### src/cct_pkg.sv
// ----------------------------------------------------------------------------
// cct_pkg
// Shared types, widths and calendar helpers for the calendar clock tick unit.
// ----------------------------------------------------------------------------
package cct_pkg;

  localparam int YEAR_W     = 14;
  localparam int MONTH_W    = 4;
  localparam int DAY_W      = 5;
  localparam int HOUR_W     = 5;
  localparam int MINUTE_W   = 6;
  localparam int WEEKDAY_W  = 3;
  localparam int WEEK_IO_W  = 16;
  localparam int MPT_W      = 6;

  localparam int WEEK_COUNT_WIDTH_DEF = 16;

  localparam logic [MPT_W-1:0] MPT_RESET = 6'd6;

  localparam int MIN_PER_HOUR    = 60;
  localparam int HOUR_PER_DAY    = 24;
  localparam int DAYS_PER_WEEK   = 7;
  localparam int MONTHS_PER_YEAR = 12;

  localparam logic [MONTH_W-1:0] MONTH_FEB = 4'd2;
  localparam logic [MONTH_W-1:0] MONTH_APR = 4'd4;
  localparam logic [MONTH_W-1:0] MONTH_JUN = 4'd6;
  localparam logic [MONTH_W-1:0] MONTH_SEP = 4'd9;
  localparam logic [MONTH_W-1:0] MONTH_NOV = 4'd11;

  // year / 25 by reciprocal: floor(y * 5243 / 2^17) is exact below 2^14
  localparam int RECIP25_MUL   = 5243;
  localparam int RECIP25_SHIFT = 17;
  localparam int RECIP25_PW    = YEAR_W + 13;
  localparam int QUOT25_W      = RECIP25_PW - RECIP25_SHIFT;

  typedef enum logic {
    OP_TICK = 1'b0,
    OP_LOAD = 1'b1
  } opcode_t;

  typedef struct packed {
    opcode_t                opcode;
    logic [YEAR_W-1:0]      year;
    logic [MONTH_W-1:0]     month;
    logic [DAY_W-1:0]       day;
    logic [HOUR_W-1:0]      hour;
    logic [MINUTE_W-1:0]    minute;
    logic [WEEKDAY_W-1:0]   weekday;
    logic [WEEK_IO_W-1:0]   week;
  } item_t;

  typedef struct packed {
    logic [YEAR_W-1:0]      year;
    logic [MONTH_W-1:0]     month;
    logic [DAY_W-1:0]       day;
    logic [HOUR_W-1:0]      hour;
    logic [MINUTE_W-1:0]    minute;
    logic [WEEKDAY_W-1:0]   weekday;
    logic                   leap;
  } cal_state_t;

  function automatic logic [DAY_W-1:0] month_len(input logic [MONTH_W-1:0] m);
    logic [DAY_W-1:0] len;
    len = 5'd31;
    if (m == MONTH_FEB) begin
      len = 5'd28;
    end else if (m == MONTH_APR || m == MONTH_JUN || m == MONTH_SEP || m == MONTH_NOV) begin
      len = 5'd30;
    end
    return len;
  endfunction

  // gregorian leap test; y % 100 == 0 exactly when y % 4 == 0 and y % 25 == 0
  function automatic logic is_leap(input logic [YEAR_W-1:0] y);
    logic [RECIP25_PW-1:0] prod;
    logic [QUOT25_W-1:0]   quot;
    logic [YEAR_W-1:0]     back;
    logic [YEAR_W-1:0]     rem;
    prod = RECIP25_PW'(y) * RECIP25_PW'(RECIP25_MUL);
    quot = prod[RECIP25_PW-1:RECIP25_SHIFT];
    back = YEAR_W'(quot) * YEAR_W'(25);
    rem  = y - back;
    if (rem == '0) begin
      return (y[3:0] == 4'd0);
    end
    return (y[1:0] == 2'd0);
  endfunction

endpackage

### src/cct_in_stage.sv
// ----------------------------------------------------------------------------
// cct_in_stage
// Input register: captures one beat and holds it until the result stage takes it.
// ----------------------------------------------------------------------------
module cct_in_stage import cct_pkg::*; (
  input  logic  clk,
  input  logic  rst_n,
  input  logic  in_valid,
  output logic  in_stall,
  input  item_t item_in,
  input  logic  take,
  output logic  item_valid_r,
  output item_t item_r
);

  logic item_valid_nxt;

  assign in_stall       = item_valid_r && !take;
  assign item_valid_nxt = in_stall ? 1'b1 : in_valid;

  always_ff @(posedge clk) begin
    if (!rst_n) begin
      item_valid_r <= 1'b0;
    end else begin
      item_valid_r <= item_valid_nxt;
    end
  end

  always_ff @(posedge clk) begin
    if (in_valid && !in_stall) begin
      item_r <= item_in;
    end
  end

endmodule

### src/cct_advance.sv
// ----------------------------------------------------------------------------
// cct_advance
// Next calendar state for one beat: load, or tick with carry ripple.
// ----------------------------------------------------------------------------
module cct_advance import cct_pkg::*; #(
  parameter int WEEK_COUNT_WIDTH = WEEK_COUNT_WIDTH_DEF
) (
  input  item_t                       item,
  input  cal_state_t                  st,
  input  logic [WEEK_COUNT_WIDTH-1:0] week,
  input  logic [MPT_W-1:0]            mpt,
  output cal_state_t                  st_nxt,
  output logic [WEEK_COUNT_WIDTH-1:0] week_nxt
);

  logic [MINUTE_W:0]           sum;
  logic [1:0]                  carry;
  logic [MINUTE_W:0]           min_w;
  logic [HOUR_W:0]             hour_w;
  logic                        day_adv;
  logic [HOUR_W:0]             hour_adj;
  logic [DAY_W-1:0]            day1;
  logic [WEEKDAY_W:0]          wd_w;
  logic [DAY_W-1:0]            len;
  logic                        day_roll;
  logic [MONTH_W:0]            month_w;
  logic                        year_roll;
  logic [YEAR_W-1:0]           year_inc;
  logic                        leap_inc;
  logic                        leap_load;
  logic [WEEK_COUNT_WIDTH-1:0] week_load;
  cal_state_t                  tick_st;
  logic [WEEK_COUNT_WIDTH-1:0] tick_week;

  generate
    if (WEEK_COUNT_WIDTH <= WEEK_IO_W) begin : g_week_trunc
      assign week_load = item.week[WEEK_COUNT_WIDTH-1:0];
    end else begin : g_week_ext
      assign week_load = {{(WEEK_COUNT_WIDTH-WEEK_IO_W){1'b0}}, item.week};
    end
  endgenerate

  assign year_inc  = st.year + YEAR_W'(1);
  assign leap_inc  = is_leap(year_inc);
  assign leap_load = is_leap(item.year);

  always_comb begin
    // minute sum reaches 126 at most, so two carries at most
    sum = {1'b0, st.minute} + {1'b0, mpt};
    if (sum >= (MINUTE_W+1)'(2 * MIN_PER_HOUR)) begin
      carry = 2'd2;
      min_w = sum - (MINUTE_W+1)'(2 * MIN_PER_HOUR);
    end else if (sum >= (MINUTE_W+1)'(MIN_PER_HOUR)) begin
      carry = 2'd1;
      min_w = sum - (MINUTE_W+1)'(MIN_PER_HOUR);
    end else begin
      carry = 2'd0;
      min_w = sum;
    end

    hour_w   = {1'b0, st.hour} + (HOUR_W+1)'(carry);
    day_adv  = (hour_w >= (HOUR_W+1)'(HOUR_PER_DAY));
    hour_adj = day_adv ? (hour_w - (HOUR_W+1)'(HOUR_PER_DAY)) : hour_w;
    day1     = day_adv ? (st.day + DAY_W'(1)) : st.day;

    tick_week = week;
    wd_w      = {1'b0, st.weekday} + (WEEKDAY_W+1)'(day_adv);
    if (wd_w > (WEEKDAY_W+1)'(DAYS_PER_WEEK)) begin
      tick_st.weekday = WEEKDAY_W'(1);
      tick_week       = week + WEEK_COUNT_WIDTH'(1);
    end else begin
      tick_st.weekday = wd_w[WEEKDAY_W-1:0];
    end

    len = month_len(st.month) + DAY_W'((st.month == MONTH_FEB) && st.leap);
    day_roll = (day1 > len);
    if (day_roll) begin
      tick_st.day = DAY_W'(1);
      month_w     = {1'b0, st.month} + (MONTH_W+1)'(1);
    end else begin
      tick_st.day = day1;
      month_w     = {1'b0, st.month};
    end

    year_roll = (month_w > (MONTH_W+1)'(MONTHS_PER_YEAR));
    if (year_roll) begin
      tick_st.month = MONTH_W'(1);
      tick_st.year  = year_inc;
      tick_st.leap  = leap_inc;
    end else begin
      tick_st.month = month_w[MONTH_W-1:0];
      tick_st.year  = st.year;
      tick_st.leap  = st.leap;
    end

    tick_st.hour   = hour_adj[HOUR_W-1:0];
    tick_st.minute = min_w[MINUTE_W-1:0];

    unique case (item.opcode)
      OP_LOAD: begin
        st_nxt.year    = item.year;
        st_nxt.month   = item.month;
        st_nxt.day     = item.day;
        st_nxt.hour    = item.hour;
        st_nxt.minute  = item.minute;
        st_nxt.weekday = item.weekday;
        st_nxt.leap    = leap_load;
        week_nxt       = week_load;
      end
      OP_TICK: begin
        st_nxt   = tick_st;
        week_nxt = tick_week;
      end
      default: begin
        st_nxt   = tick_st;
        week_nxt = tick_week;
      end
    endcase
  end

endmodule

### src/cct_result_stage.sv
// ----------------------------------------------------------------------------
// cct_result_stage
// Result register, which is also the calendar state, with its valid flag.
// ----------------------------------------------------------------------------
module cct_result_stage import cct_pkg::*; #(
  parameter int WEEK_COUNT_WIDTH = WEEK_COUNT_WIDTH_DEF
) (
  input  logic                        clk,
  input  logic                        rst_n,
  input  logic                        item_valid,
  input  cal_state_t                  st_nxt,
  input  logic [WEEK_COUNT_WIDTH-1:0] week_nxt,
  input  logic                        out_stall,
  output logic                        take,
  output logic                        out_valid_r,
  output cal_state_t                  st_r,
  output logic [WEEK_COUNT_WIDTH-1:0] week_r
);

  logic out_valid_nxt;

  assign take          = !out_valid_r || !out_stall;
  assign out_valid_nxt = take ? item_valid : 1'b1;

  always_ff @(posedge clk) begin
    if (!rst_n) begin
      out_valid_r  <= 1'b0;
      st_r.year    <= '0;
      st_r.month   <= MONTH_W'(1);
      st_r.day     <= DAY_W'(1);
      st_r.hour    <= '0;
      st_r.minute  <= '0;
      st_r.weekday <= WEEKDAY_W'(1);
      st_r.leap    <= 1'b1;  // year zero is a leap year
      week_r       <= '0;
    end else begin
      out_valid_r <= out_valid_nxt;
      if (take && item_valid) begin
        st_r   <= st_nxt;
        week_r <= week_nxt;
      end
    end
  end

endmodule

### src/calendar_clock_tick_unit.sv
// ----------------------------------------------------------------------------
// calendar_clock_tick_unit
// Calendar clock advanced by tick beats, or set by load beats.
// ----------------------------------------------------------------------------
// pipeline: an accepted input beat is held in the input register, and its
//   result is registered in the result register; one beat per cycle while the
//   result side is not stalled, with a single next-state pass between the two
// reset: synchronous, clears both stages and sets 0000-01-01 00:00, weekday 1,
//   week 0, 6 minutes per tick
module calendar_clock_tick_unit import cct_pkg::*; #(
  parameter int WEEK_COUNT_WIDTH = WEEK_COUNT_WIDTH_DEF
) (
  input  logic                  clk,
  input  logic                  rst_n,

  input  logic                  cfg_valid,
  output logic                  cfg_ready,
  input  logic [MPT_W-1:0]      cfg_minutes_per_tick,

  input  logic                  in_valid,
  output logic                  in_stall,
  input  logic                  in_opcode,
  input  logic [YEAR_W-1:0]     in_load_year,
  input  logic [MONTH_W-1:0]    in_load_month,
  input  logic [DAY_W-1:0]      in_load_day,
  input  logic [HOUR_W-1:0]     in_load_hour,
  input  logic [MINUTE_W-1:0]   in_load_minute,
  input  logic [WEEKDAY_W-1:0]  in_load_weekday,
  input  logic [WEEK_IO_W-1:0]  in_load_week,

  output logic                  out_valid,
  input  logic                  out_stall,
  output logic [YEAR_W-1:0]     out_year_out,
  output logic [MONTH_W-1:0]    out_month_out,
  output logic [DAY_W-1:0]      out_day_out,
  output logic [HOUR_W-1:0]     out_hour_out,
  output logic [MINUTE_W-1:0]   out_minute_out,
  output logic [WEEKDAY_W-1:0]  out_weekday_out,
  output logic [WEEK_IO_W-1:0]  out_week_out,
  output logic                  out_leap_flag
);

  logic [MPT_W-1:0]            mpt_val_r;
  item_t                       item_in;
  item_t                       item_r;
  logic                        item_valid_r;
  logic                        take;
  cal_state_t                  st_r;
  cal_state_t                  st_nxt;
  logic [WEEK_COUNT_WIDTH-1:0] week_r;
  logic [WEEK_COUNT_WIDTH-1:0] week_nxt;

  assign cfg_ready = 1'b1;

  always_ff @(posedge clk) begin
    if (!rst_n) begin
      mpt_val_r <= MPT_RESET;
    end else begin
      if (cfg_valid && cfg_ready) begin
        mpt_val_r <= cfg_minutes_per_tick;
      end
    end
  end

  assign item_in.opcode  = opcode_t'(in_opcode);
  assign item_in.year    = in_load_year;
  assign item_in.month   = in_load_month;
  assign item_in.day     = in_load_day;
  assign item_in.hour    = in_load_hour;
  assign item_in.minute  = in_load_minute;
  assign item_in.weekday = in_load_weekday;
  assign item_in.week    = in_load_week;

  cct_in_stage u_in (
    .clk          (clk),
    .rst_n        (rst_n),
    .in_valid     (in_valid),
    .in_stall     (in_stall),
    .item_in      (item_in),
    .take         (take),
    .item_valid_r (item_valid_r),
    .item_r       (item_r)
  );

  cct_advance #(
    .WEEK_COUNT_WIDTH (WEEK_COUNT_WIDTH)
  ) u_adv (
    .item     (item_r),
    .st       (st_r),
    .week     (week_r),
    .mpt      (mpt_val_r),
    .st_nxt   (st_nxt),
    .week_nxt (week_nxt)
  );

  cct_result_stage #(
    .WEEK_COUNT_WIDTH (WEEK_COUNT_WIDTH)
  ) u_res (
    .clk         (clk),
    .rst_n       (rst_n),
    .item_valid  (item_valid_r),
    .st_nxt      (st_nxt),
    .week_nxt    (week_nxt),
    .out_stall   (out_stall),
    .take        (take),
    .out_valid_r (out_valid),
    .st_r        (st_r),
    .week_r      (week_r)
  );

  assign out_year_out    = st_r.year;
  assign out_month_out   = st_r.month;
  assign out_day_out     = st_r.day;
  assign out_hour_out    = st_r.hour;
  assign out_minute_out  = st_r.minute;
  assign out_weekday_out = st_r.weekday;
  assign out_leap_flag   = st_r.leap;

  generate
    if (WEEK_COUNT_WIDTH >= WEEK_IO_W) begin : g_week_out_trunc
      assign out_week_out = week_r[WEEK_IO_W-1:0];
    end else begin : g_week_out_ext
      assign out_week_out = {{(WEEK_IO_W-WEEK_COUNT_WIDTH){1'b0}}, week_r};
    end
  endgenerate

endmodule

### config.mk
export PLATFORM = sky130hd
export DESIGN_NAME = calendar_clock_tick_unit
export DESIGN_NICKNAME = d
export VERILOG_FILES = /design/src/cct_pkg.sv /design/src/cct_in_stage.sv /design/src/cct_advance.sv /design/src/cct_result_stage.sv /design/src/calendar_clock_tick_unit.sv
export SDC_FILE = /design/constraint.sdc
export NUM_CORES = 1
export LEC_CHECK = 0
export BUFFER_PORTS_ARGS = -buffer_cell sky130_fd_sc_hd__buf_2
export CAP_MARGIN = 20
export CORE_MARGIN = 2
export CORE_UTILIZATION = 55
export DETAILED_ROUTE_END_ITERATION = 16
export GPL_TIMING_DRIVEN = 0
export PLACE_DENSITY_LB_ADDON = 0.08
export SLEW_MARGIN = 0
export SYNTH_ARGS = -nofsm -noshare
export SYNTH_HDL_FRONTEND = slang
export SYNTH_HIERARCHICAL = 1
export SYNTH_SLANG_ARGS = --single-unit
### constraint.sdc
create_clock -name clk -period 10.66 [get_ports clk]
set_input_delay 1.599 -clock clk [delete_from_list [all_inputs] [get_ports clk]]
set_output_delay 1.599 -clock clk [all_outputs]
set_load 0.03 [all_outputs]
==> impl_metrics.yaml, run 1 <==
route:
  ant_nets: 0
  drc: 0
  totalWireLength_um: 38160
  vias: 11970
  vias_per_cell: 5.278
  drt-wirelength-per-cell_um: 16.83
  drtIter0Drc: 661
  dr.pass1.iters: 5
floorplanning:
  num_rows: 62
  floorplan.initialDensity_pct: 55.43
  die_h_um: 173.4
  die_w_um: 173.4
  io_pins: 122
  core_area_mm2: 0.02847
  fp.dieArea_mm2: 0.03006
global_route:
  grt_max_degree: 32
  overflow: 0
  grt_antenna_before_repair: 5
  track_usage_pct: 26.15
  grt_pass1_wl_um: 62800
  grt_pass1_vias: 12540
synth:
  synth_cells: 1694
  ys.warnings.count: 6
  synth_compound_area_share_pct: 7.881
  async_flop_share_pct: 0
  synth_fa_ha_area_share_pct: 41.27
  synth_xor_area_share_pct: 6.747
  synth-simple-area-share_pct: 11.74
  yosysSeqAreaShare_pct: 18.14
  synth_edf_count: 54
  synth_mux_area_share_pct: 4.931
  synth_top_family_by_area: "adder cells"
  synth_area_mm2: 0.01578
  ys_types: 70
  syn_avg_cell_area_um2: 9.316
  ys.flop_type: "dfxtp_1"
  synth_nets: 2189
  ys_ff_latch: 116
setup_path:
  max_stage_delay_ns: 0.55
  end_kind: "register"
  crit_path_start_kind: "register"
  critPathSlowestCell: "fa_1"
  path_max_fanout: 10
  worstPathRequired_ns: 10.96
  crit_path_frequent_cell: "fa_1"
  critPathKind: "reg2reg"
  worstPathArrival_ns: 10.53
clock_network:
  cts_tree: "yes"
  numCtsBuffers: 17
  clk_pin_slew_ns: 0.05
  cts_sinks: 116
  insertion_delay_ns: 0.42
  clock-root-buffer: "clkbuf_16"
  h-tree-depth: 4
  cts_max_path_buffers: 2
cells_and_area:
  fillers: 2368
  drive_above_1_share_pct: 15.42
  syn_to_final_growth_pct: 15.92
  fin_nets: 2363
sta:
  fin_tns_setup_ns: 0
  finalSetupViolCount: 0
  period_needed_ns: 10.23
  fin_skew_ns: 0.006927
  max_freq_ghz: 0.09775
  drv_slew: 0
  max_slew_margin_pct: 39.90
  post-route-period-util_pct: 95.97
  finalHoldViolCount: 0
  worstMarginPinSlew_ns: 0.8890
place:
  hpwl_um: 30360
  gp_congestion: 0.8850
  port-buffer-count: 119
flow_run:
  maxCapViolCount: 0
worst_hold_path:
  hold_path_class: "reg2reg"
run_status:
  outcome: "finished clean"
[per-stage QoR]
step | hold WS, ns | cells | setup slack [ns] | utilization (%) | area (um2)
floorplan | 0.4444 | 1694 | 0.2395 | - | 15780
global placement | 0.4630 | 2197 | -1.703 | 59.21 | 16860
detailed placement | 0.4696 | 2199 | -1.857 | 59.33 | 16890
CTS | 0.4830 | 2244 | 0.004480 | 62.62 | 17830
global route | 0.5123 | 2265 | -0.09074 | 64.24 | 18290
finish | 0.4803 | 2267 | 0.4297 | 64.26 | 18290
[area by class of cell]
| class | instances | area, um2 | share of cell area [%] |
|---|---|---|---|
| flip-flops and latches | 116 | 2878 | 15.73 |
| diodes | 2 | 5.005 | 0.02736 |
| clock inverters | 14 | 113.9 | 0.6224 |
| inverters | 314 | 1191 | 6.511 |
| clock buffers | 18 | 439.2 | 2.401 |
| multi-input cells | 1223 | 11970 | 65.41 |
| well taps | 384 | 480.5 | 2.626 |
| plain buffers | 39 | 286.5 | 1.566 |
| repair buffers | 157 | 934.6 | 5.109 |
[cell usage in the layout, fill, tap and decap left out, types with 10 or more instances in the layout]
master     Yosys  routed
a21o_1        11      11
o21a_1        12      12
nand3_1       22      19
inv_1        312     307
clkbuf_16      0      17
fa_1         151     151
buf_4          3      36
xor2_1        40      36
nand2b_1      15      15
nor2_1        53      52
a21oi_1       48      45
clkbuf_1      20      16
o21ai_0       60      58
buf_12         6      10
nand2_1      205     205
and3_1        19      13
mux2i_1       71      71
xnor2_1       76      61
xnor2_2        2      11
nand4_1       14      14
dfxtp_1       62      56
nor2b_1       30      29
edfxtp_1      54      54
ha_1         279     271
buf_2         10     129
[sequential cells by signal (all words and copies together), names as in the netlist]
register	flops
u_in/item_r	54
u_res/out_valid_r	1
mpt_val_r	6
u_in/item_valid_r	1
u_res/week_r	16
u_res/st_r	38
[Yosys cell counts, drive strengths merged, types with 9 or more instances]
cell type	n	area share (%)
nor2	53	1.3
edfxtp	54	10
mux2i	71	4.5
xor2	41	2.3
dfxtp	62	7.9
o21a	12	0.57
ha	279	22
o21bai	9	0.43
clkbuf	20	0.48
and3	19	0.75
nand4	14	0.55
nand2	205	4.9
nor2b	31	1.3
buf	21	1.3
nand2b	15	0.59
o21ai	65	2.1
a21o	11	0.52
a21oi	49	1.6
fa	151	19
inv	312	7.4
nand3	23	0.76
xnor2	78	4.4
[path summary, 6_finish.rpt]
check / from / end / slack, ns / cells after the start
worst max register to register: u_res/st_r[25]$_SDFFE_PN0P_ / u_res/st_r[0]$_SDFFE_PN1P_ / 0.43 / 43
worst min register to register: mpt_val_r[2]$_SDFFE_PN1P_ / mpt_val_r[2]$_SDFFE_PN1P_ / 0.48 / 2
worst min-delay path: mpt_val_r[2]$_SDFFE_PN1P_ / mpt_val_r[2]$_SDFFE_PN1P_ / 0.48 / 2
worst max-delay path: u_res/st_r[25]$_SDFFE_PN0P_ / u_res/st_r[0]$_SDFFE_PN1P_ / 0.43 / 43
[metal layers]
| layer | up-vias | GRT usage, % | part of all wire, % |
|---|---|---|---|
| met1 | 5695 | 34.65 | 46 |
| met4 | 6 | 8.333 | 2.5 |
| met3 | 62 | 5.548 | 6.0 |
| met5 | - | 0 | 0.094 |
| li1 | 5905 | - | - |
| met2 | 297 | 42.90 | 46 |
[worst max-delay path: cells and delay by family, from the launching register on]
family,cells,cell delay (ns)
xor gates and xnor gates,5,0.87
DFF,1,0.38
AOI/OAI and AO/OA,14,2.87
muxes,1,0.08
and+or+nand+nor,11,1.93
adders and majority gates,8,3.66
buffers and inverters,4,0.32
[cells by family (layout without fill, tap and decap cells)]
logic type	after synthesis	count (layout)
compound gates	197	197
other cells	1	3
flops	116	116
xor+xnor	119	119
simple gates	399	399
fa+ha+maj	430	430
mux	77	77
buf+inv	355	542
[repair_timing]
action / CTS / global route
pin swaps: 12 / 36
buffers inserted: 14 / 22
resized for setup: 56 / 44
hold buffers: 0 / 0
setup endpoints to repair: 1 / 1
Power of run 1 is not shown: default switching activity piles up to over one toggle a cycle in this logic, so the estimate is an artifact.
==> inputs of run 2 (changes only) <==
--- a/config.mk
+++ b/config.mk
@@ -7,7 +7,7 @@
 export LEC_CHECK = 0
 export BUFFER_PORTS_ARGS = -buffer_cell sky130_fd_sc_hd__buf_2
 export CAP_MARGIN = 20
-export CORE_MARGIN = 2
+export CORE_MARGIN = 3
 export CORE_UTILIZATION = 55
 export DETAILED_ROUTE_END_ITERATION = 16
 export GPL_TIMING_DRIVEN = 0
==> impl_metrics.yaml, run 2 (synthesis gave the netlist of run 1 again) <==
cells_and_area:
  reg_top3: "u_in/item_r: 54 flops, u_res/st_r: 38 flops, u_res/week_r: 16 flops"
  mostFrequentLayoutCell: "inv_1"
  final_cell_mix: "inv_1 (304), ha_1 (273), nand2_1 (205)"
  top_register: "u_in/item_r"
  largest_reg_flops: 54
  drive_above_1_share_pct: 15.63
  syn_to_final_growth_pct: 15.98
  finalNonFillerCells: 2266
  fin_nets: 2369
global_route:
  grt_max_degree: 31
  met2_usage_pct: 41.62
  grt_most_used_layer: "met2"
  use_met1_pct: 33.69
  use_met3_pct: 7.026
  overflow: 0
  track_usage_pct: 25.47
  grt_pass1_vias: 12500
  grt_pass1_wl_um: 62590
  grt_antenna_before_repair: 4
run_status:
  outcome: "finished clean"
worst_hold_path:
  hold_path_end: "u_res/st_r[35]$_SDFFE_PN0P_"
  whs_path_depth: 2
  min_from: "u_res/st_r[35]$_SDFFE_PN0P_"
  hold_path_class: "reg2reg"
floorplanning:
  die_h_um: 175.4
  core_area_mm2: 0.02801
  io_pins: 122
  floorplan.initialDensity_pct: 56.34
  num_rows: 61
  die_w_um: 175.4
  fp.dieArea_mm2: 0.03076
sta:
  setup_ws_ns: 0.2078
  timing.hold.ws_ns: 0.4737
  max_slew_margin_pct: 32.94
  finalHoldViolCount: 0
  max_freq_ghz: 0.09567
  finalSetupViolCount: 0
  drv_slew: 0
  worstMarginPinSlew_ns: 0.9955
  post-route-period-util_pct: 98.05
  period_needed_ns: 10.45
  fin_skew_ns: 0.02426
route:
  drtIter0Drc: 504
  drc: 0
  vias: 12050
  totalWireLength_um: 38390
  vias_per_cell: 5.319
  drt-wirelength-per-cell_um: 16.94
  ant_nets: 0
  dr.pass1.iters: 5
clock_network:
  h-tree-depth: 4
  insertion_delay_ns: 0.42
  clock-root-buffer: "clkbuf_16"
  cts_max_path_buffers: 2
  numCtsBuffers: 17
  clk_pin_slew_ns: 0.06
  cts_tree: "yes"
  cts_sinks: 116
  cts_hold_buf: 0
setup_path:
  reg2reg_from: "u_res/st_r[24]$_SDFFE_PN0P_"
  max_stage_delay_ns: 0.54
  critPathKind: "reg2reg"
  worstPathArrival_ns: 10.76
  path_max_fanout: 8
  worstPathRequired_ns: 10.97
  ff2ff_setup_slack_ns: 0.21
  end_kind: "register"
  r2r_end: "u_res/st_r[0]$_SDFFE_PN1P_"
  crit_path_start_kind: "register"
  critPathSlowestCell: "fa_1"
  reg2reg_depth: 47
  cp-startpoint: "u_res/st_r[24]$_SDFFE_PN0P_"
flow_run:
  maxCapViolCount: 0
place:
  preCtsSetupSlack_ns: -1.762
  hpwl_um: 30100
  gp_congestion: 0.8627
  port-buffer-count: 119
  dp_cells: 2193
## run 2: cell count changes in the layout (fill, tap and decap cells not counted), sizes merged
| cell | delta |
|---|---|
| buf | +7 |
| clkinv | -6 |
| inv | +6 |
| clkinvlp | -1 |
| diode | -1 |
## run 2: routing by layer
metal  share of wire, %  vias to the layer above  routed length, um
li1                   -                     5908                  -
met1                 45                     5752              17250
met2                 46                      333              17530
met3                7.5                       54               2887
met4                1.8                        6                699
met5              0.073                        -                 28
## run 2: layout make-up
class                   instances  area [um2]
diodes                          1       2.502
clock buffers                  19       454.2
multi-input cells            1223       11930
well taps                     378       473.0
clock inverters                13       137.6
repair buffers                164       965.9
flip-flops and latches        116        2875
plain buffers                  38       271.5
fillers                      2306        9708
inverters                     314        1191
## run 2: critical path: cells and delay by family (launching register included)
kind                     cells  cell delay, ns
AO/OA/AOI/OAI               14            3.03
XOR/XNOR                     4            0.57
adder cells (fa/ha/maj)     10            3.82
buffers and inverters        9            0.81
flip-flops                   1            0.39
multiplexers                 1            0.07
AND/OR/NAND/NOR              9            1.65
## run 2: what timing repair did
| action | CTS | global route |
|---|---|---|
| gates resized for setup | 62 | 33 |
| buffers inserted | 21 | 22 |
| pin swaps | 18 | 33 |
| setup endpoints to repair | 1 | 1 |
## run 2: worst max path at each step
stage / slack (ns) / end / cells after the start
finish: 0.21 / u_res/st_r[0]$_SDFFE_PN1P_ / 47
global route: -0.09 / u_res/st_r[0]$_SDFFE_PN1P_ / 47
CTS: 0.007 / u_res/st_r[0]$_SDFFE_PN1P_ / 44
detailed placement: -1.76 / u_res/st_r[0]$_SDFFE_PN1P_ / 45
global placement: -1.66 / u_res/st_r[0]$_SDFFE_PN1P_ / 46
floorplan: 0.24 / u_res/st_r[0]$_SDFFE_PN1P_ / 44
## run 2: stage by stage
step                      instance area [um2]  util [%]   TNS, ns
after global placement                  16850     60.16    -1.663
after CTS                               17950     64.10         0
after floorplan                         15780         -         0
final                                   18300     65.34         0
after detailed placement                16880     60.28    -1.762
after global routing                    18300     65.34  -0.09499
Power of run 2 is left out for the same reason.
